==> config.mk <==
export PLATFORM = sky130hd
export DESIGN_NAME = shared_exclusive_lock_manager
export DESIGN_NICKNAME = d
export VERILOG_FILES = /design/src/sv/selm_pkg.sv /design/src/sv/selm_ctrl.sv /design/src/sv/selm_dp.sv /design/src/sv/shared_exclusive_lock_manager.sv
export SDC_FILE = /design/constraint.sdc
export NUM_CORES = 1
export LEC_CHECK = 0
export BUFFER_PORTS_ARGS = -buffer_cell sky130_fd_sc_hd__buf_4
export CORE_UTILIZATION = 33
export CTS_BUF_LIST = sky130_fd_sc_hd__clkbuf_2
export CTS_CLUSTER_SIZE = 20
export DETAILED_ROUTE_END_ITERATION = 10
export PLACE_DENSITY = 0.52
export SETUP_SLACK_MARGIN = 0.2
export SYNTH_ARGS = -nofsm -noshare
export SYNTH_HDL_FRONTEND = slang
export SYNTH_SLANG_ARGS = --single-unit
==> constraint.sdc <==
create_clock -name clk -period 5.75 [get_ports clk]
set_input_delay 0.8625 -clock clk [delete_from_list [all_inputs] [get_ports clk]]
set_output_delay 0.8625 -clock clk [all_outputs]
set_load 0.02 [all_outputs]
==> src/sv/selm_pkg.sv <==
// Package for the shared/exclusive lock manager: payload structs, event codes,
// and the command/status structs between controller and datapath. No dependencies.
`default_nettype none
package selm_pkg;

    localparam logic [2:0] EV_GRANTED    = 3'd0;
    localparam logic [2:0] EV_QUEUED     = 3'd1;
    localparam logic [2:0] EV_NOT_AVAIL  = 3'd2;
    localparam logic [2:0] EV_RELEASED   = 3'd3;
    localparam logic [2:0] EV_NOT_HELD   = 3'd4;
    localparam logic [2:0] EV_QUEUE_FULL = 3'd5;
    localparam logic [2:0] EV_TABLE_FULL = 3'd6;

    typedef struct packed {
        logic       opcode;
        logic [7:0] lock_id;
        logic       want_shared;
        logic       try_only;
        logic [7:0] requester_tag;
    } in_req_t;

    typedef struct packed {
        logic [2:0] event_res;
        logic [7:0] out_lock_id;
        logic       out_shared;
        logic [7:0] out_tag;
        logic       last;
    } out_req_t;

    // controller -> datapath
    typedef struct packed {
        logic load;        // capture input request, clear scan pointers
        logic tscan;       // step table scan for request id
        logic wscan;       // step table scan for current waiter id
        logic wnext;       // advance waiter index, restart table scan
        logic do_take;     // take the request's lock (grant)
        logic do_enq;      // push request into wait queue
        logic do_rel;      // lower count / free the found entry
        logic do_wtake;    // take the current waiter's lock
        logic shift;       // one shift step of queue removal
        logic shift_done;  // decrement wait count
    } dp_cmd_t;

    // datapath -> controller
    typedef struct packed {
        logic       is_release;
        logic       tdone;      // table scan finished
        logic       found;
        logic       has_free;
        logic       grant_ok;   // found entry accepts another shared holder
        logic       if_avail;
        logic       q_full;
        logic       wdone;      // waiter index reached wait count
        logic       shift_end;  // shift pointer at end
    } dp_sts_t;

endpackage
`default_nettype wire

==> src/sv/selm_ctrl.sv <==
// Controller state machine of the lock manager.
// Depends on selm_pkg.
`default_nettype none
module selm_ctrl
    import selm_pkg::*;
(
    input  wire logic    clk,
    input  wire logic    rst_n,
    input  wire logic    in_valid,
    output logic         in_ready,
    input  wire logic    out_fire,
    input  wire logic    out_busy,
    input  wire dp_sts_t sts,
    output dp_cmd_t      cmd,
    output logic         emit,
    output logic [2:0]   emit_ev,
    output logic         emit_wait,
    output logic         emit_last
);
    localparam logic [2:0] S_IDLE  = 3'd0;
    localparam logic [2:0] S_TSCAN = 3'd1;
    localparam logic [2:0] S_WSCAN = 3'd2;
    localparam logic [2:0] S_SHIFT = 3'd3;
    localparam logic [2:0] S_EMIT2 = 3'd4;
    localparam logic [2:0] S_DRAIN = 3'd5;

    logic [2:0] state_reg, state_next;

    always_ff @(posedge clk or negedge rst_n)
    begin
        if (!rst_n)
            state_reg <= S_IDLE;
        else
            state_reg <= state_next;
    end

    // next state and commands
    always_comb
    begin
        state_next = state_reg;
        cmd        = '0;
        emit       = 1'b0;
        emit_ev    = EV_GRANTED;
        emit_wait  = 1'b0;
        emit_last  = 1'b1;
        in_ready   = 1'b0;
        unique case (state_reg)
            S_IDLE:
            begin
                in_ready = 1'b1;
                if (in_valid)
                begin
                    cmd.load   = 1'b1;
                    state_next = S_TSCAN;
                end
            end
            S_TSCAN:
            begin
                if (!sts.tdone)
                    cmd.tscan = 1'b1;
                else if (!out_busy)
                begin
                    emit = 1'b1;
                    if (sts.is_release)
                    begin
                        if (!sts.found)
                        begin
                            emit_ev    = EV_NOT_HELD;
                            state_next = S_IDLE;
                        end
                        else
                        begin
                            cmd.do_rel = 1'b1;
                            emit       = 1'b0;
                            state_next = S_WSCAN;
                        end
                    end
                    else
                    begin
                        state_next = S_IDLE;
                        if (sts.found ? sts.grant_ok : sts.has_free)
                        begin
                            emit_ev     = EV_GRANTED;
                            cmd.do_take = 1'b1;
                        end
                        else if (!sts.found)
                            emit_ev = EV_TABLE_FULL;
                        else if (sts.if_avail)
                            emit_ev = EV_NOT_AVAIL;
                        else if (sts.q_full)
                            emit_ev = EV_QUEUE_FULL;
                        else
                        begin
                            emit_ev    = EV_QUEUED;
                            cmd.do_enq = 1'b1;
                        end
                    end
                end
            end
            S_WSCAN:
            begin
                if (sts.wdone)
                begin
                    if (!out_busy)
                    begin
                        emit       = 1'b1;
                        emit_ev    = EV_RELEASED;
                        state_next = S_IDLE;
                    end
                end
                else if (!sts.tdone)
                    cmd.wscan = 1'b1;
                else if ((sts.found && sts.grant_ok) || (!sts.found && sts.has_free))
                begin
                    cmd.do_wtake = 1'b1;
                    state_next   = S_SHIFT;
                end
                else
                    cmd.wnext = 1'b1;
            end
            S_SHIFT:
            begin
                if (sts.shift_end)
                begin
                    cmd.shift_done = 1'b1;
                    state_next     = S_EMIT2;
                end
                else
                    cmd.shift = 1'b1;
            end
            S_EMIT2:
            begin
                if (!out_busy)
                begin
                    emit       = 1'b1;
                    emit_ev    = EV_RELEASED;
                    emit_last  = 1'b0;
                    state_next = S_DRAIN;
                end
            end
            S_DRAIN:
            begin
                if (!out_busy || out_fire)
                begin
                    if (!out_busy)
                    begin
                        emit       = 1'b1;
                        emit_ev    = EV_GRANTED;
                        emit_wait  = 1'b1;
                        state_next = S_IDLE;
                    end
                end
            end
            default:
                state_next = S_IDLE;
        endcase
    end
endmodule
`default_nettype wire

==> src/sv/selm_dp.sv <==
// Datapath of the lock manager: lock table, wait queue, scan pointers, held waiter.
// Depends on selm_pkg.
`default_nettype none
module selm_dp
    import selm_pkg::*;
#(
    parameter int LOCK_SLOTS  = 16,
    parameter int WAIT_DEPTH  = 8,
    parameter int MAX_HOLDERS = 255
)
(
    input  wire logic    clk,
    input  wire logic    rst_n,
    input  wire in_req_t in_data,
    input  wire dp_cmd_t cmd,
    output dp_sts_t   sts,
    output logic [7:0] req_id,
    output logic       req_sh,
    output logic [7:0] req_tag,
    output logic       rel_sh,
    output logic [7:0] w_id,
    output logic       w_sh,
    output logic [7:0] w_tag
);
    localparam int SW = (LOCK_SLOTS > 1) ? $clog2(LOCK_SLOTS) : 1;
    localparam int WW = (WAIT_DEPTH > 1) ? $clog2(WAIT_DEPTH) : 1;
    localparam int HW = $clog2(MAX_HOLDERS + 1);
    localparam int SC = $clog2(LOCK_SLOTS + 1);
    localparam int WC = $clog2(WAIT_DEPTH + 1);
    localparam logic [HW-1:0] HMAX = HW'(MAX_HOLDERS);

    logic [LOCK_SLOTS-1:0] ev_reg;
    logic [7:0]  eid_reg [LOCK_SLOTS];
    logic        esh_reg [LOCK_SLOTS];
    logic [HW-1:0] eh_reg [LOCK_SLOTS];
    logic [7:0]  wid_reg [WAIT_DEPTH];
    logic        wsh_reg [WAIT_DEPTH];
    logic [7:0]  wtag_reg [WAIT_DEPTH];
    logic [WC-1:0] wcnt_reg;

    in_req_t     req_reg;
    logic        relsh_reg;
    logic [SC-1:0] tptr_reg;
    logic [WC-1:0] wptr_reg;
    logic [WC-1:0] sptr_reg;
    logic        found_reg, free_reg;
    logic [SW-1:0] fidx_reg, freeidx_reg;
    logic [7:0]  hid_reg, htag_reg;
    logic        hsh_reg;

    // key being searched or taken: request id or current waiter
    logic [7:0] key;
    logic key_sh;
    logic [SW-1:0] ti;
    logic [WW-1:0] wi, si;
    assign wi  = wptr_reg[WW-1:0];
    assign si  = sptr_reg[WW-1:0];
    assign ti  = tptr_reg[SW-1:0];
    assign key = (cmd.wscan || cmd.do_wtake) ? wid_reg[wi] : req_reg.lock_id;
    // mode is only needed for requests and for waiters during a release
    assign key_sh = req_reg.opcode ? wsh_reg[wi] : req_reg.want_shared;

    assign sts.is_release = req_reg.opcode;
    assign sts.tdone      = tptr_reg == SC'(LOCK_SLOTS);
    assign sts.found      = found_reg;
    assign sts.has_free   = free_reg;
    assign sts.grant_ok   = key_sh && esh_reg[fidx_reg] && (eh_reg[fidx_reg] < HMAX);
    assign sts.if_avail   = req_reg.try_only;
    assign sts.q_full     = wcnt_reg >= WC'(WAIT_DEPTH);
    assign sts.wdone      = wptr_reg >= wcnt_reg;
    assign sts.shift_end  = (sptr_reg + 1'b1) >= wcnt_reg;

    assign req_id  = req_reg.lock_id;
    assign req_sh  = req_reg.want_shared;
    assign req_tag = req_reg.requester_tag;
    assign rel_sh  = relsh_reg;
    assign w_id    = hid_reg;
    assign w_sh    = hsh_reg;
    assign w_tag   = htag_reg;

    // control registers
    always_ff @(posedge clk or negedge rst_n)
    begin
        if (!rst_n)
        begin
            ev_reg   <= '0;
            wcnt_reg <= '0;
            tptr_reg <= '0;
            wptr_reg <= '0;
            sptr_reg <= '0;
            found_reg <= 1'b0;
            free_reg  <= 1'b0;
        end
        else
        begin
            if (cmd.load || cmd.wnext || cmd.do_rel)
            begin
                tptr_reg  <= '0;
                found_reg <= 1'b0;
                free_reg  <= 1'b0;
            end
            if (cmd.load)
                wptr_reg <= '0;
            if (cmd.wnext)
                wptr_reg <= wptr_reg + 1'b1;
            if (cmd.tscan || cmd.wscan)
            begin
                tptr_reg <= tptr_reg + 1'b1;
                if (ev_reg[ti] && eid_reg[ti] == key && !found_reg)
                    found_reg <= 1'b1;
                if (!ev_reg[ti] && !free_reg)
                    free_reg <= 1'b1;
            end
            if (cmd.do_take || cmd.do_wtake)
            begin
                if (!found_reg)
                    ev_reg[freeidx_reg] <= 1'b1;
            end
            if (cmd.do_rel)
            begin
                if (!(esh_reg[fidx_reg] && eh_reg[fidx_reg] > HW'(1)))
                    ev_reg[fidx_reg] <= 1'b0;
            end
            if (cmd.do_enq)
                wcnt_reg <= wcnt_reg + 1'b1;
            if (cmd.do_wtake)
                sptr_reg <= wptr_reg;
            if (cmd.shift)
                sptr_reg <= sptr_reg + 1'b1;
            if (cmd.shift_done)
                wcnt_reg <= wcnt_reg - 1'b1;
        end
    end

    // payload registers
    always_ff @(posedge clk)
    begin
        if (cmd.load)
            req_reg <= in_data;
        if (cmd.tscan || cmd.wscan)
        begin
            if (ev_reg[ti] && eid_reg[ti] == key && !found_reg)
                fidx_reg <= ti;
            if (!ev_reg[ti] && !free_reg)
                freeidx_reg <= ti;
        end
        if (cmd.do_take || cmd.do_wtake)
        begin
            if (found_reg)
                eh_reg[fidx_reg] <= eh_reg[fidx_reg] + 1'b1;
            else
            begin
                eid_reg[freeidx_reg] <= key;
                esh_reg[freeidx_reg] <= key_sh;
                eh_reg[freeidx_reg]  <= HW'(1);
            end
        end
        if (cmd.do_wtake)
        begin
            hid_reg  <= wid_reg[wi];
            hsh_reg  <= wsh_reg[wi];
            htag_reg <= wtag_reg[wi];
        end
        if (cmd.do_rel)
        begin
            relsh_reg <= esh_reg[fidx_reg];
            if (esh_reg[fidx_reg] && eh_reg[fidx_reg] > HW'(1))
                eh_reg[fidx_reg] <= eh_reg[fidx_reg] - 1'b1;
        end
        if (cmd.do_enq)
        begin
            wid_reg[wcnt_reg[WW-1:0]]  <= req_reg.lock_id;
            wsh_reg[wcnt_reg[WW-1:0]]  <= req_reg.want_shared;
            wtag_reg[wcnt_reg[WW-1:0]] <= req_reg.requester_tag;
        end
        if (cmd.shift)
        begin
            wid_reg[si]  <= wid_reg[WW'(sptr_reg + 1'b1)];
            wsh_reg[si]  <= wsh_reg[WW'(sptr_reg + 1'b1)];
            wtag_reg[si] <= wtag_reg[WW'(sptr_reg + 1'b1)];
        end
    end
endmodule
`default_nettype wire

==> src/sv/shared_exclusive_lock_manager.sv <==
// Shared/exclusive lock manager.
// Channels: in_valid/in_ready/in_data carry one request (request or release
// of a numeric lock id); out_valid/out_ready/out_data carry result events.
// A request yields one event. A release yields one event, or two (released,
// then grant of the first grantable waiter), with last set on the final one.
// The lock table is scanned one slot per cycle. A release also scans the
// wait queue, rescanning the table for each waiter examined, and removing the
// granted waiter shifts the queue one slot per cycle. One request is in work at a time.
// Reset clears the table valid bits and the queue count; no clearing pass.
// The result sits in an output register; a stalled receiver holds the
// controller until the register is free, and in_ready stays low meanwhile.
// Depends on selm_pkg, selm_ctrl and selm_dp.
`default_nettype none
module shared_exclusive_lock_manager
    import selm_pkg::*;
#(
    parameter int LOCK_SLOTS  = 16,
    parameter int WAIT_DEPTH  = 8,
    parameter int MAX_HOLDERS = 255
)
(
    input  wire logic    clk,
    input  wire logic    rst_n,
    input  wire logic    in_valid,
    output logic         in_ready,
    input  wire in_req_t in_data,
    output logic         out_valid,
    input  wire logic    out_ready,
    output out_req_t     out_data
);
    dp_cmd_t cmd;
    dp_sts_t sts;
    logic emit, emit_wait, emit_last;
    logic [2:0] emit_ev;
    logic [7:0] req_id, req_tag, w_id, w_tag;
    logic req_sh, rel_sh, w_sh;
    logic valid_reg;
    out_req_t data_reg;

    selm_ctrl u_ctrl (
        .clk(clk), .rst_n(rst_n), .in_valid(in_valid), .in_ready(in_ready),
        .out_fire(out_valid && out_ready), .out_busy(valid_reg),
        .sts(sts), .cmd(cmd), .emit(emit), .emit_ev(emit_ev),
        .emit_wait(emit_wait), .emit_last(emit_last)
    );

    selm_dp #(
        .LOCK_SLOTS(LOCK_SLOTS), .WAIT_DEPTH(WAIT_DEPTH), .MAX_HOLDERS(MAX_HOLDERS)
    ) u_dp (
        .clk(clk), .rst_n(rst_n), .in_data(in_data), .cmd(cmd), .sts(sts),
        .req_id(req_id), .req_sh(req_sh), .req_tag(req_tag), .rel_sh(rel_sh),
        .w_id(w_id), .w_sh(w_sh), .w_tag(w_tag)
    );

    // output register
    always_ff @(posedge clk or negedge rst_n)
    begin
        if (!rst_n)
            valid_reg <= 1'b0;
        else if (emit)
            valid_reg <= 1'b1;
        else if (out_ready)
            valid_reg <= 1'b0;
    end

    always_ff @(posedge clk)
    begin
        if (emit)
        begin
            data_reg.event_res   <= emit_ev;
            data_reg.out_lock_id <= emit_wait ? w_id : req_id;
            data_reg.out_tag     <= emit_wait ? w_tag : req_tag;
            data_reg.last        <= emit_last;
            if (emit_wait)
                data_reg.out_shared <= w_sh;
            else if (emit_ev == EV_RELEASED)
                data_reg.out_shared <= rel_sh;
            else if (emit_ev == EV_NOT_HELD)
                data_reg.out_shared <= 1'b0;
            else
                data_reg.out_shared <= req_sh;
        end
    end

    assign out_valid = valid_reg;
    assign out_data  = data_reg;
endmodule
`default_nettype wire
# Word-level counts from Yosys, hierarchy flattened
# Memories as Yosys holds them, arrays and structs flattened. A register that Yosys moved wholly into a read port is not among the register bits.
# Index checks and enable logic that the tools add are counted.
[totals] register_bits=97 latch_bits=0 ramBits=408 romBits=0 output_inout_bits=23 elab_cells=224 n_memories=6
[classes] n_addsub=7 mul=0 div_mod_pow=0 magnitude_cmp=10 n_eq_ne=17 shift=0 muxes=121 n_bitwise=4 n_reduce_logical=35
[mem_list] name="u_dp.eh_reg" depth=16 width=8 rd=1 rd_ports_with_merged_regs=1 wr=1 line_no="selm_dp.sv:35" text="logic [HW-1:0] eh_reg [LOCK_SLOTS];"
[mem_list] name="u_dp.eid_reg" depth=16 width=8 rd=1 rd_ports_with_merged_regs=0 wr=1 line_no="selm_dp.sv:33" text="logic [7:0] eid_reg [LOCK_SLOTS];"
[mem_list] name="u_dp.wid_reg" depth=8 width=8 rd=2 rd_ports_with_merged_regs=0 wr=1 line_no="selm_dp.sv:36" text="logic [7:0] wid_reg [WAIT_DEPTH];"
[mem_list] name="u_dp.wtag_reg" depth=8 width=8 rd=2 rd_ports_with_merged_regs=1 wr=1 line_no="selm_dp.sv:38" text="logic [7:0] wtag_reg [WAIT_DEPTH];"
[mem_list] name="u_dp.esh_reg" depth=16 width=1 rd=1 rd_ports_with_merged_regs=1 wr=1 line_no="selm_dp.sv:34" text="logic esh_reg [LOCK_SLOTS];"
[mem_list] name="u_dp.wsh_reg" depth=8 width=1 rd=2 rd_ports_with_merged_regs=0 wr=1 line_no="selm_dp.sv:37" text="logic wsh_reg [WAIT_DEPTH];"
[op_table] cell="3-bit two-way mux" count=25
[op_table] cell="16-bit two-way mux" count=4
[op_table] cell="1-bit two-way mux" count=61
[op_table] cell="8-bit two-way mux" count=7
[op_table] cell="4-bit two-way mux" count=9
[op_table] cell="8-bit OR reduction" count=3
[op_table] cell="3-bit one-hot mux with 6 select lines" count=1
[op_table] cell="16-bit AND" count=1
[op_table] cell="16-bit NOT" count=1
[op_table] cell="16-bit OR" count=1
[op_table] cell="4-bit by 5-bit less-than comparator with 1-bit output (second input constant)" count=3
[op_table] cell="2-bit two-way mux" count=7
[op_table] cell="4-bit by 1-bit adder with 4-bit output (second input constant)" count=3
[op_table] cell="1-bit logical AND" count=11
[op_table] cell="5-bit two-way mux" count=2
[op_table] cell="2-bit nonzero test" count=5
[op_table] cell="3-bit by 2-bit == test with 1-bit output (second input constant)" count=3
[op_table] cell="3-bit == test (second input constant)" count=3
[op_table] cell="3-bit one-hot mux with 3 select lines" count=1
[op_table] cell="8-bit by 1-bit adder with 8-bit output (second input constant)" count=1
[op_table] cell="1-bit demux with 4-bit select" count=2
[op_table] cell="8-bit == test" count=1
[op_table] cell="4-bit by 1-bit greater-or-equal comparator with 1-bit output (second input constant)" count=2
[op_table] cell="4-bit greater-or-equal comparator" count=2
[op_table] cell="other kinds (20)" count=35

# Logic depth before layout (Yosys ltp)
# Gate-level depths: netlist of the first run.
# An unclocked memory read counts as a cell.
[logic_depth] ltp_word=17 mapped_depth=15 depth_no_buf=13

# Modules after synthesis
# A second synthesis of the first run with hierarchy kept.
[unflattened] cells_unflattened=1901 area_unflattened_um2=24722.5
[by_module_without_submodules] module="selm_dp" instances=1 cells_each=1788 area_per_inst_um2=23332.4 seq_area_each_um2=13277.7
[by_module_without_submodules] module="shared_exclusive_lock_manager" instances=1 cells_each=50 area_per_inst_um2=959.7 seq_area_each_um2=655.6
[by_module_without_submodules] module="selm_ctrl" instances=1 cells_each=63 area_per_inst_um2=430.4 seq_area_each_um2=75.1

# Worst setup path before layout of the first run
# No wires, ideal clock.
[synth_path] kind="reg-to-reg" startpoint="reg u_dp.sptr_reg[1]" endpoint="mem u_dp.wid_reg[1][0] (enable)" t_arrival_ps=3996 required_ps=5359 slack_ps=1364 path_stages_with_launch=12 n_path_buf=3 cell_sequence="dfrtp_1 > ha_1 > xor2_1 > clkbuf_1 > ha_1 > a21o_1 > a21oi_1 > and3_1 > clkbuf_1 > clkbuf_1 > a31oi_1 > nor2_1"
[synth_via] elab_chain_len=8 elab_cells_between_ends=9 cone_classes="add/sub: 1; order compare: 1; mux: 6; reduce/logical: 1"
[synth_rtl] element="from (decl)" line_no="selm_dp.sv:45" text="logic [WC-1:0] sptr_reg;"
[synth_rtl] element="from (signal assigned)" line_no="selm_dp.sv:127" text="sptr_reg <= wptr_reg;"
[synth_rtl] element="from (signal assigned)" line_no="selm_dp.sv:129" text="sptr_reg <= sptr_reg + 1'b1;"
[synth_rtl] element="4-bit by 1-bit adder with 4-bit output" line_no="selm_dp.sv:71" text="assign sts.shift_end = (sptr_reg + 1'b1) >= wcnt_reg;"
[synth_rtl] element="4-bit greater-or-equal comparator" line_no="selm_dp.sv:71"
[synth_rtl] element="1-bit two-way mux" line_no="selm_ctrl.sv:123" text="if (sts.shift_end)"
[synth_rtl] element="2-bit two-way mux" line_no="selm_ctrl.sv:47" text="unique case (state_reg)"
[synth_rtl] element="1-bit two-way mux" line_no="selm_dp.sv:176" text="if (cmd.shift)"
[synth_rtl] element="1-bit two-way mux (implied by the code)" line_no="selm_dp.sv:178" text="wid_reg[si] <= wid_reg[WW'(sptr_reg + 1'b1)];"
[synth_rtl] element="8-bit OR reduction (no source line)"
[synth_rtl] element="3-bit two-way mux (no source line) or 1-bit two-way mux (tied branches)"
[synth_rtl] element="to (decl)" line_no="selm_dp.sv:36"
# Parallel ways exist; a longest one is shown, timed or not.

==> results of run 1 <==
==> cells by family (layout without fill, tap and decap cells) <==
group / count (synthesis) / after routing
buffers and inverters: 101 / 409
DFF: 517 / 517
adders and majority gates: 18 / 18
xor gates and xnor gates: 22 / 22
other: 0 / 3
AOI/OAI and AO/OA: 139 / 139
and+or+nand+nor: 238 / 238
muxes: 224 / 224
==> area by class of cell <==
class,count,area (sq um)
Timing Repair Buffer,122,983
Clock buffer,205,1030
Inverter,39,146
Sequential cell,517,15300
Multi-Input combinational cell,641,6720
Fill cell,6204,41600
Tap cell,873,1090
Clock inverter,43,309
Antenna cell,3,7.51
==> metrics by stage <==
step                      setup WS, ns  hold slack [ns]  total power (uW)  util (%)
after floorplan                   1.36            0.437              6850         -
after global placement            1.24            0.473              7710      35.8
after detailed placement          1.10            0.485              7760      35.8
after CTS                         1.13           0.0364             10500      38.1
after global routing             0.803           0.0807             11000      38.1
final                             1.10            0.156             10400      38.1
==> cells in the final DEF (no fill, tap or decap), types with 4 or more instances in the layout <==
master | netlist | routed
and3_1 | 8 | 8
nor2_1 | 86 | 78
and2_1 | 4 | 4
dlygate4sd3_1 | 0 | 22
ha_1 | 17 | 16
nor2_2 | 0 | 8
o32a_1 | 4 | 4
buf_4 | 4 | 99
nand3_1 | 19 | 19
a21o_1 | 10 | 10
inv_1 | 37 | 37
edfxtp_1 | 474 | 474
nor3_1 | 20 | 17
mux2_2 | 37 | 37
mux4_2 | 125 | 125
nand4_1 | 8 | 8
o21ai_0 | 40 | 40
a31oi_1 | 9 | 9
clkinv_1 | 2 | 30
mux2i_1 | 42 | 42
nand2_1 | 58 | 58
clkinv_2 | 0 | 5
o31a_1 | 5 | 5
bufinv_16 | 0 | 5
dfrtp_1 | 39 | 37
a22oi_1 | 14 | 14
mux4_1 | 18 | 18
a21oi_1 | 15 | 15
xnor2_1 | 19 | 19
clkbuf_2 | 0 | 205
nand2b_1 | 8 | 8
nor2b_1 | 6 | 6
==> worst register-to-register path: cells and delay by family (launching register included) <==
family / cells / cell delay, ns
mux: 2 / 1.12
fa+ha+maj: 1 / 0.23
flops: 1 / 0.59
simple gates: 4 / 1.45
compound gates: 3 / 0.87
==> final timing paths <==
path                       slack [ns]                 to
setup / recovery                 1.10  u_dp.eh_reg[7][1]
hold / removal                   0.16     u_dp.ev_reg[8]
setup reg to reg                 1.10  u_dp.eh_reg[7][1]
hold reg to reg                  0.50    u_dp.ev_reg[15]
max in group asynchronous        5.11   u_dp.tptr_reg[0]
min in group clk                 0.30    u_dp.req_tag[0]
==> repair_timing <==
| item | 4_1_cts | 5_1_grt |
|---|---|---|
| hold endpoints to repair | 62 | 0 |
| hold buffers | 22 | 0 |
| gates resized for setup | 0 | 0 |
==> power groups by stage <==
stage	clock network [uW]	logic [uW]	registers, uW
floorplan	0	1970	4880
global placement	0	2810	4900
detailed placement	0	2850	4900
CTS	2820	2870	4820
global route	3030	3080	4860
finish	2720	2810	4820
==> layer usage <==
metal  GRT usage, %  vias up  wire length, um
met2           24.2      410            25400
li1               -     5581                -
met4           6.41        2             1020
met3           4.58       80             3320
met5              0        -               13
met1           22.9     6514            25600
==> results.md, run 1 <==
* Setup violations, final at 0
* Final Hold Fails at 0
* Switching share of power at 32.5%
* Crit-path slowest cell: nor2_1
* Finished Layout Cells at 2443
* Vias per cell at 5.15
* Critical Path RT at 6.60 ns
* Area after DPL at 0.0240 sq mm
* Top post-synthesis cells by area: edfxtp_1 63%, mux4_2 13%, dfrtp_1 4.4%, mux4_1 2.1%, mux2i_1 1.9%
* Yosys warnings at 0
* Post-synthesis mux area share at 18.5%
* Synth Cell Area at 0.0224 sq mm
* Design area at 0.0256 sq mm
* Top-count cell post-synth: edfxtp_1
* Iter 0 DRT Violations at 972
* Sink Count at 517
* Sequential share of power at 46.6%
* Crit path launch type: flop
* Placed cell count at 2170
* #FFs+latches synth at 517
* Power density over cell area at 405 mW/mm^2
* Switch Pwr at 3360 uW
* Leakage at 0.00886 uW
* DRC Markers at 0
* Synth top cells by count: 474 x edfxtp_1, 125 x mux4_2, 86 x nor2_1
* Initial antenna violation count at 3
* CTS buffer count at 140
* GPL Wtd Cong at 0.841
* Unique masters post-synth at 73
* Setup CP Type: reg2reg
* Total negative slack at 0 ns
* Port Buffers at 45
* Worst min path class: in2async
* Critical path buffers and inverters at 0
* Chip Width at 263 um
* Critical-path cell list: mux4_2 > mux4_2 > ha_1 > nor2_1 > nor3_1 > a41oi_1 > and2_1 > a31o_4 > a31oi_2 > nor2_1
* Initial Utilization at 33.4%
* DR pass1 iterations at 5
* Pin count of the biggest net entering global routing at 43
* Grt total ovfl at 0
* I/O pin count at 46
* Simple logic cell fraction of the synthesized area at 4.96%
* Tcrit/Tclk final at 80.8%
* Layout cells sized above 1 at 33.3%
* Sequential fraction of the synthesis area at 68.2%
* Mapped Nets at 1300
* Worst reg-to-reg path cell count at 10
* Status: finished, final reports clean
* DR WL/cell at 22.7 um
* Final min period at 4.65 ns
* Hpwl dp at 35.0 mm
* # rows at 95
* Slowest stage delay, CP at 0.87 ns
* Clk_skew at 0.0946 ns
* Fin nets at 1502
* EDFF count, synth at 474
* H-tree Lvls at 4
* Critical Path End Type: flop
* Die area at 0.0690 sq mm
* RSZ-0062 raised after global routing: no
* Post-synthesis compound-gate area fraction at 4.39%
* Post-Synth Adder-Cell Area at 1.04%
* WL final at 55.4 mm
* Clk root buf: clkbuf_2
* Main synth FF type: edfxtp_1
* Arrival time at the worst endpoint at 5.50 ns
* Reg clk slew, reported paths at 0.10 ns
* All-Layer GR Usage at 16.4%
* Avg Cell Area, Syn at 17.8 sq um
* Via count at 12.6k
* # Post-CTS Setup Buffers at 0
* Die Ht at 263 um
* Crit path max fanout at 15
* Number of global-route vias before repair at 13.0k
* Slew of the pin with the lowest slew margin at 1.24 ns
* Clock share of power at 26.3%
* Largest delay share family, worst path: simple AND/OR/NAND/NOR gates
* Layout Area Growth over Synthesis at 14.0%
* CTS tree: yes
* Largest area contributor in the netlist: edfxtp_1
* Clk_lat worst skew at 1.30 ns
* Synth top area share at 63.4%
* Core area at 0.0672 sq mm
* Internal at 6990 uW
* Max-slew violations at 0
* Global-route wire length before repair at 83.2 mm
* Ys async rst share at 7.54%
* Max Freq at 215 MHz
* Syn Inst Count at 1259
* Peak VDD IR at 334 uV
* Xor/xnor share of the synthesized area at 0.859%
* Maxcap violations at 0
* Largest family of logic cells by synthesized area: multiplexers
* Clock Path Buffers at 3
* Antenna viol nets, final at 0
* Logic pwr share at 27.1%
* Slew HR at 16.8%
* WP depth at 10
(Power assumes the default switching activity.)
==> run 2: changes to the inputs <==
--- a/config.mk
+++ b/config.mk
@@ -10,7 +10,7 @@
 export CTS_BUF_LIST = sky130_fd_sc_hd__clkbuf_2
 export CTS_CLUSTER_SIZE = 20
 export DETAILED_ROUTE_END_ITERATION = 10
-export PLACE_DENSITY = 0.52
+export PLACE_DENSITY = 0.54
 export SETUP_SLACK_MARGIN = 0.2
 export SYNTH_ARGS = -nofsm -noshare
 export SYNTH_HDL_FRONTEND = slang
==> constraint.sdc (replaced) <==
create_clock -name clk -period 3.9 [get_ports clk]
set_input_delay 0.585 -clock clk [delete_from_list [all_inputs] [get_ports clk]]
set_output_delay 0.585 -clock clk [all_outputs]
set_load 0.02 [all_outputs]
==> run 2 against run 1 <==
Against the previous run:
- count of clock-buffer cells in the layout shrank 7
- critical path type unchanged
- cell count grew 4.1%
- largest cell class unchanged
- power grew 49%
- critical path depth grew 5
- die area is the same
- flip-flop and latch count is the same
- clock power grew 44%
- via count grew 3.2%
- highest routed layer is now met4
- fmax grew 26%
- sequential power grew 48%
- non-clock buffer count grew 105
- register-to-register slack lost 0.89 ns
==> results.md, run 2 (synthesized netlist as in run 1, its figures left out) <==
* Status: finished, final reports clean
* DRC Markers at 0 (unchanged)
* Max Freq at 271 MHz (+26%)
* CTS buffer count at 137 (-2.1%)
* Via count at 13.0k (+3.2%)
* Die Ht at 263 um (unchanged)
* Sink Count at 517 (unchanged)
* CTS tree: yes
* Final min period at 3.68 ns (-0.964 ns)
* Crit path launch type: flop
* Worst min path class: in2reg
* H-tree Lvls at 4 (unchanged)
* Peak VDD IR at 449 uV (+34%)
* Max-slew violations at 0 (unchanged)
* Core area at 0.0672 sq mm (unchanged)
* Hpwl dp at 35.3 mm (+0.88%)
* Clock Path Buffers at 3 (unchanged)
* Chip Width at 263 um (unchanged)
* DP Worst Slack at -0.234 ns (-1.34 ns)
* Tcrit/Tclk final at 94.5% (+14 points)
* Setup CP Type: reg2reg
* Layout cells sized above 1 at 37.9% (+4.6 points)
* Initial antenna violation count at 2 (-1)
* Vias per cell at 5.11 (-0.83%)
* Total negative slack at 0 ns (unchanged)
* Crit path max fanout at 7 (-8)
* Critical Path End Type: flop
* Critical Path RT at 4.91 ns (-1.69 ns)
* Commonest non-fill, non-tap cell in the layout: edfxtp_1
* Placed cell count at 2232 (+2.9%)
* # rows at 95 (unchanged)
* All-Layer GR Usage at 16.4% (-0.043 points)
* Grt total ovfl at 0 (unchanged)
* Commonest non-fill, non-tap cells in the layout: 474 x edfxtp_1, 198 x clkbuf_2, 157 x buf_4
* Port Buffers at 45 (unchanged)
* Final Hold Fails at 0 (unchanged)
* I/O pin count at 46 (unchanged)
* Post-route worst setup slack at 0.216 ns (-0.886 ns)
* RSZ-0062 raised after global routing: yes
* Slew HR at 40.9% (+24 points)
* DR pass1 iterations at 5 (unchanged)
* Clk_lat worst skew at 1.29 ns (about the same)
* Reg clk slew, reported paths at 0.09 ns (about the same)
* Arrival time at the worst endpoint at 4.69 ns (-0.81 ns)
* Clk root buf: clkbuf_2
* Fin nets at 1604 (+6.8%)
* Setup violations, final at 0 (unchanged)
* Global-route wire length before repair at 83.5 mm (+0.32%)
* DR WL/cell at 21.9 um (-3.5%)
* Pin count of the biggest net entering global routing at 40 (-7.0%)
* Number of global-route vias before repair at 13.3k (+2.7%)
* Finished Layout Cells at 2542 (+4.1%)
* Antenna viol nets, final at 0 (unchanged)
* Maxcap violations at 0 (unchanged)
* GPL Wtd Cong at 0.815 (-3.1%)
* Initial Utilization at 33.4% (unchanged)
* Layout Area Growth over Synthesis at 20.2%
* Slew of the pin with the lowest slew margin at 0.887 ns (-0.357 ns)
* Leakage at 0.00941 uW (+6.3%)
* Power density over cell area at 573 mW/mm^2 (+42%)
* Iter 0 DRT Violations at 915 (-5.9%)
* WL final at 55.6 mm (+0.37%)
* Die area at 0.0690 sq mm (unchanged)
* Clk_skew at 0.0676 ns (-0.0269 ns)
-- run 2: path summary, 6_finish.rpt --
path                            startpoint             endpoint  slack, ns  depth (start not counted)
max reg2reg                           flop    u_dp.eh_reg[7][3]       0.22                         15
max in group asynchronous            rst_n  u_ctrl.state_reg[0]       3.27                          4
max                                   flop    u_dp.eh_reg[7][3]       0.22                         15
min in group asynchronous            rst_n      u_dp.ev_reg[11]       0.39                          4
min reg2reg                u_dp.ev_reg[15]      u_dp.ev_reg[15]       0.50                          1
min                               in_valid     u_dp.wptr_reg[1]       0.28                          5
-- run 2: where the power goes --
part	switching, uW	total [uW]	internal [uW]
Combinational	2510	4380	1870
Sequential	276	7140	6860
Clock	2240	3930	1690
Total	5030	15500	10400
-- run 2: area by class of cell --
cell class / count / area, sq um
Inverter: 39 / 153
Tap cell: 873 / 1090
Antenna cell: 5 / 12.5
Clock inverter: 42 / 305
Timing Repair Buffer: 227 / 2090
Sequential cell: 517 / 15300
Fill cell: 6121 / 40200
Multi-Input combinational cell: 641 / 7030
Clock buffer: 198 / 991
-- run 2: layer usage --
layer  up-vias  share of wire [%]  GRT usage, %
met5         -                  0             0
met4         0                1.7          5.68
met3        80                5.4          4.40
met2       371                 46          24.3
met1      6753                 47          23.1
li1       5784                  -             -
-- run 2: through the flow --
step                      hold WS (ns)  util, %  power [uW]  instance area (sq um)
final                            0.281     40.2       15500                  27000
after global routing             0.183     40.2       16300                  27000
after CTS                        0.128     39.8       15700                  26700
after detailed placement         0.479     36.8       11600                  24700
after global placement           0.473     36.8       11500                  24700
after floorplan                  0.289        -       10200                  22600
-- run 2: critical path, stage by stage (launching register included) --
cell and delay (ns):
dfxtp_4 0.38, buf_12 0.13, mux4_2 0.51, mux4_2 0.56, buf_6 0.16, inv_4 0.05
ha_4 0.13, nor2_2 0.04, nor3_2 0.16, a41oi_2 0.16, and2_4 0.20, buf_6 0.11
a31o_4 0.25, a31oi_4 0.34, nor2_4 0.09, buf_12 0.16
-- run 2: timing repair --
item / CTS / global route
hold endpoints to repair: 85 / 0
setup endpoints to repair: 228 / 244
setup buffers: 8 / 13
resized for setup: 37 / 21
hold buffers: 44 / 0
pin swaps: 11 / 15
cloned: 0 / 0
==> run 3: changes to the inputs <==
--- a/config.mk
+++ b/config.mk
@@ -5,9 +5,10 @@
 export SDC_FILE = /design/constraint.sdc
 export NUM_CORES = 1
 export LEC_CHECK = 0
+export ABC_AREA = 1
 export BUFFER_PORTS_ARGS = -buffer_cell sky130_fd_sc_hd__buf_4
 export CORE_UTILIZATION = 33
-export CTS_BUF_LIST = sky130_fd_sc_hd__clkbuf_2
+export CTS_BUF_LIST = sky130_fd_sc_hd__clkbuf_16
 export CTS_CLUSTER_SIZE = 20
 export DETAILED_ROUTE_END_ITERATION = 10
 export PLACE_DENSITY = 0.54
==> run 3 against run 2 <==
Against the previous run:
- register-to-register slack better by 0.21 ns
- power is 15% higher
- wire length is 14% higher
- critical path depth is 4 lower
- critical endpoint is now u_dp.wid_reg[0][2]
- final area is 2.0% higher
- first-iteration DRC count is 54% higher
==> results.md, run 3 <==
* Synth top cells by count: 474 x edfxtp_1, 424 x nand2_1, 277 x o21ai_0
* Number of global-route vias before repair at 16.2k (+22%)
* End-of-flow core utilization at 39.3% (-0.89 points)
* Worst min path class: in2reg
* WL final at 63.5 mm (+14%)
* DR WL/cell at 19.4 um (-11%)
* Setup CP Type: reg2reg
* Clk_skew at 0.0526 ns (-0.0150 ns)
* RSZ-0062 raised after global routing: no
* Total negative slack at 0 ns (unchanged)
* HP Start: in_data[17]
* Tcrit/Tclk final at 89.2% (-5.3 points)
* Status: finished, final reports clean
* Crit path launch type: flop
* #FFs+latches synth at 517 (unchanged)
* Sequential fraction of the synthesis area at 65.6% (-2.6 points)
* Pin count of the biggest net entering global routing at 80 (+100%)
* Synth Cell Area at 0.0233 sq mm (+4.0%)
* Max-slew violations at 0 (unchanged)
* Worst reg-to-reg path cell count at 11 (-4)
* Diode count at 0 (-5)
* Clk_lat worst skew at 0.63 ns (-0.66 ns)
* Initial Utilization at 33.3% (-0.10 points)
* Flop2flop setup slack at 0.42 ns (+0.21 ns)
* Leakage at 0.0101 uW (+7.8%)
* Syn Inst Count at 2181 (+73%)
* Chip Width at 268 um (+1.9%)
* CTS tree: yes
* Core area at 0.0700 sq mm (+4.3%)
* Unique masters post-synth at 54 (-26%)
* Hpwl dp at 40.1 mm (+13%)
* Die Ht at 268 um (+1.9%)
* Avg Cell Area, Syn at 10.7 sq um (-40%)
* Power density over cell area at 647 mW/mm^2 (+13%)
* Die area at 0.0717 sq mm (+3.9%)
* Main synth FF type: edfxtp_1
* Mapped Nets at 2222 (+71%)
* Final Hold Fails at 0 (unchanged)
* Via count at 16.8k (+29%)
* Ys async rst share at 7.54% (unchanged)
* Reg2reg start: u_dp.sptr_reg[0]
* Slew of the pin with the lowest slew margin at 1.06 ns (+0.177 ns)
* DR pass1 iterations at 6 (+1)
* Final min period at 3.48 ns (-0.207 ns)
* Crit path max fanout at 24 (+17)
* Critical Path End Type: flop
* Max Freq at 288 MHz (+6.0%)
* Commonest non-fill, non-tap cells in the layout: 474 x edfxtp_1, 421 x nand2_1, 277 x o21ai_0
* EDFF count, synth at 474 (unchanged)
* Setup violations, final at 0 (unchanged)
* Layout Area Growth over Synthesis at 17.9%
* Worst r2r dst: u_dp.wid_reg[0][2]
* Hold path depth at 1 (-4)
* Synth top area share at 61.0% (-2.4 points)
* Fin nets at 2321 (+45%)
* Arrival time at the worst endpoint at 3.78 ns (-0.91 ns)
* Commonest non-fill, non-tap cell in the layout: edfxtp_1
* Clk root buf: clkbuf_16
* Largest area contributor in the netlist: edfxtp_1
* I/O pin count at 46 (unchanged)
* Global-route wire length before repair at 96.5 mm (+16%)
* Antenna viol nets, final at 0 (unchanged)
* Port Buffers at 45 (unchanged)
* Critical Path RT at 4.20 ns (-0.71 ns)
* Layout cells sized above 1 at 14.4% (-24 points)
* Peak VDD IR at 500 uV (+11%)
* Top-count cell post-synth: edfxtp_1
* H-tree Lvls at 2 (-2)
* Initial antenna violation count at 0 (-2)
* Maxcap violations at 0 (unchanged)
* Top post-synthesis cells by area: edfxtp_1 61%, nand2_1 6.8%, o21ai_0 5.9%, dfrtp_1 4.2%, nor2_1 3.5%
* GPL Wtd Cong at 0.867 (+6.4%)
* DRC Markers at 0 (unchanged)
* Grt total ovfl at 0 (unchanged)
* Hold EP: u_dp.req_id[7]
* All-Layer GR Usage at 17.6% (+1.3 points)
* Iter 0 DRT Violations at 1409 (+54%)
* Reg clk slew, reported paths at 0.06 ns (-0.03 ns)
* Vias per cell at 5.13 (+0.40%)
* Slew HR at 29.0% (-12 points)
* CTS buffer count at 57 (-58%)
* Clock Path Buffers at 3 (unchanged)
* Overall power at 17800 uW (+15%)
* Yosys warnings at 0 (unchanged)
* Sink Count at 517 (unchanged)
* # rows at 97 (+2.1%)
-- run 3: cell types whose count changed in the layout (fill, tap and decap cells not counted), sizes merged, moves of 137 or more --
cell | previous run | this run
nor2 | 86 | 231
o21ai | 46 | 289
nand2 | 60 | 435
inv | 40 | 192
clkbuf | 198 | 61
mux4 | 143 | 0
-- run 3: how the worst max path moves through the flow --
| stage | end | cells after the start | slack, ns | start |
|---|---|---|---|---|
| after floorplan | u_dp.eh_reg[10][0] | 21 | 0.22 | u_dp.wptr_reg[0] |
| after global placement | u_dp.eh_reg[15][4] | 21 | 0.23 | flop |
| after detailed placement | u_dp.eh_reg[9][5] | 17 | 0.12 | flop |
| after CTS | u_dp.eh_reg[4][7] | 19 | 0.18 | flop |
| after global routing | u_dp.eh_reg[2][4] | 19 | 0.13 | flop |
| final | u_dp.wid_reg[0][2] | 11 | 0.42 | u_dp.sptr_reg[0] |
-- run 3: layout make-up --
| class | count | area, sq um |
|---|---|---|
| Fill cell | 6733 | 42500 |
| Multi-Input combinational cell | 1365 | 7080 |
| Sequential cell | 517 | 15300 |
| Tap cell | 940 | 1180 |
| Inverter | 186 | 716 |
| Clock buffer | 59 | 1480 |
| Timing Repair Buffer | 153 | 1460 |
| Clock inverter | 46 | 299 |
-- run 3: critical path, cell delays in order, from the launching register on --
cell,delay [ns]
dfrtp_1,0.66
ha_2,0.39
ha_1,0.29
a21oi_1,0.16
o211ai_1,0.14
nor3_2,0.24
buf_4,0.34
o21ai_0,0.21
inv_1,0.12
nand2_1,0.14
nor2_4,0.27
buf_12,0.22
-- run 3: per-stage QoR --
| step | cell area [sq um] | cells | worst slack, ns | hold WS (ns) |
|---|---|---|---|---|
| final | 27500 | 3266 | 0.423 | 0.131 |
| after detailed placement | 25300 | 3144 | 0.121 | 0.518 |
| after CTS | 27200 | 3253 | 0.184 | 0.0977 |
| after floorplan | 23500 | 2181 | 0.217 | 0.289 |
| after global placement | 25300 | 3144 | 0.229 | 0.517 |
| after global routing | 27500 | 3266 | 0.134 | 0.114 |
-- run 3: power breakdown --
part           switching [uW]  total (uW)  internal (uW)
Sequential                270        7280           7010
Combinational            3720        5420           1700
Clock                    2240        5100           2870
-- run 3: logic make-up (layout without fill, tap and decap cells) --
logic type,count (synthesis),in the layout,synth area share (%)
flip-flops,517,517,65.6
AO/OA/AOI/OAI,509,509,12.5
AND/OR/NAND/NOR,807,807,14.3
adder cells (fa/ha/maj),18,18,0.998
XOR/XNOR,14,14,0.526
multiplexers,17,17,0.821
buffers and inverters,299,444,5.29
-- run 3: timing repair --
action / in CTS / in global routing
hold buffers: 1 / 0
setup endpoints to repair: 72 / 235
setup buffers: 3 / 11
pin swaps: 4 / 12
cloned: 0 / 2
hold endpoints to repair: 39 / 0
resized for setup: 5 / 20
-- run 3: layer usage --
layer	global-route usage [%]	routed length (um)
met2	28.1	29400
met4	7.09	2420
met5	0	0
met3	2.32	3180
met1	24.3	28400
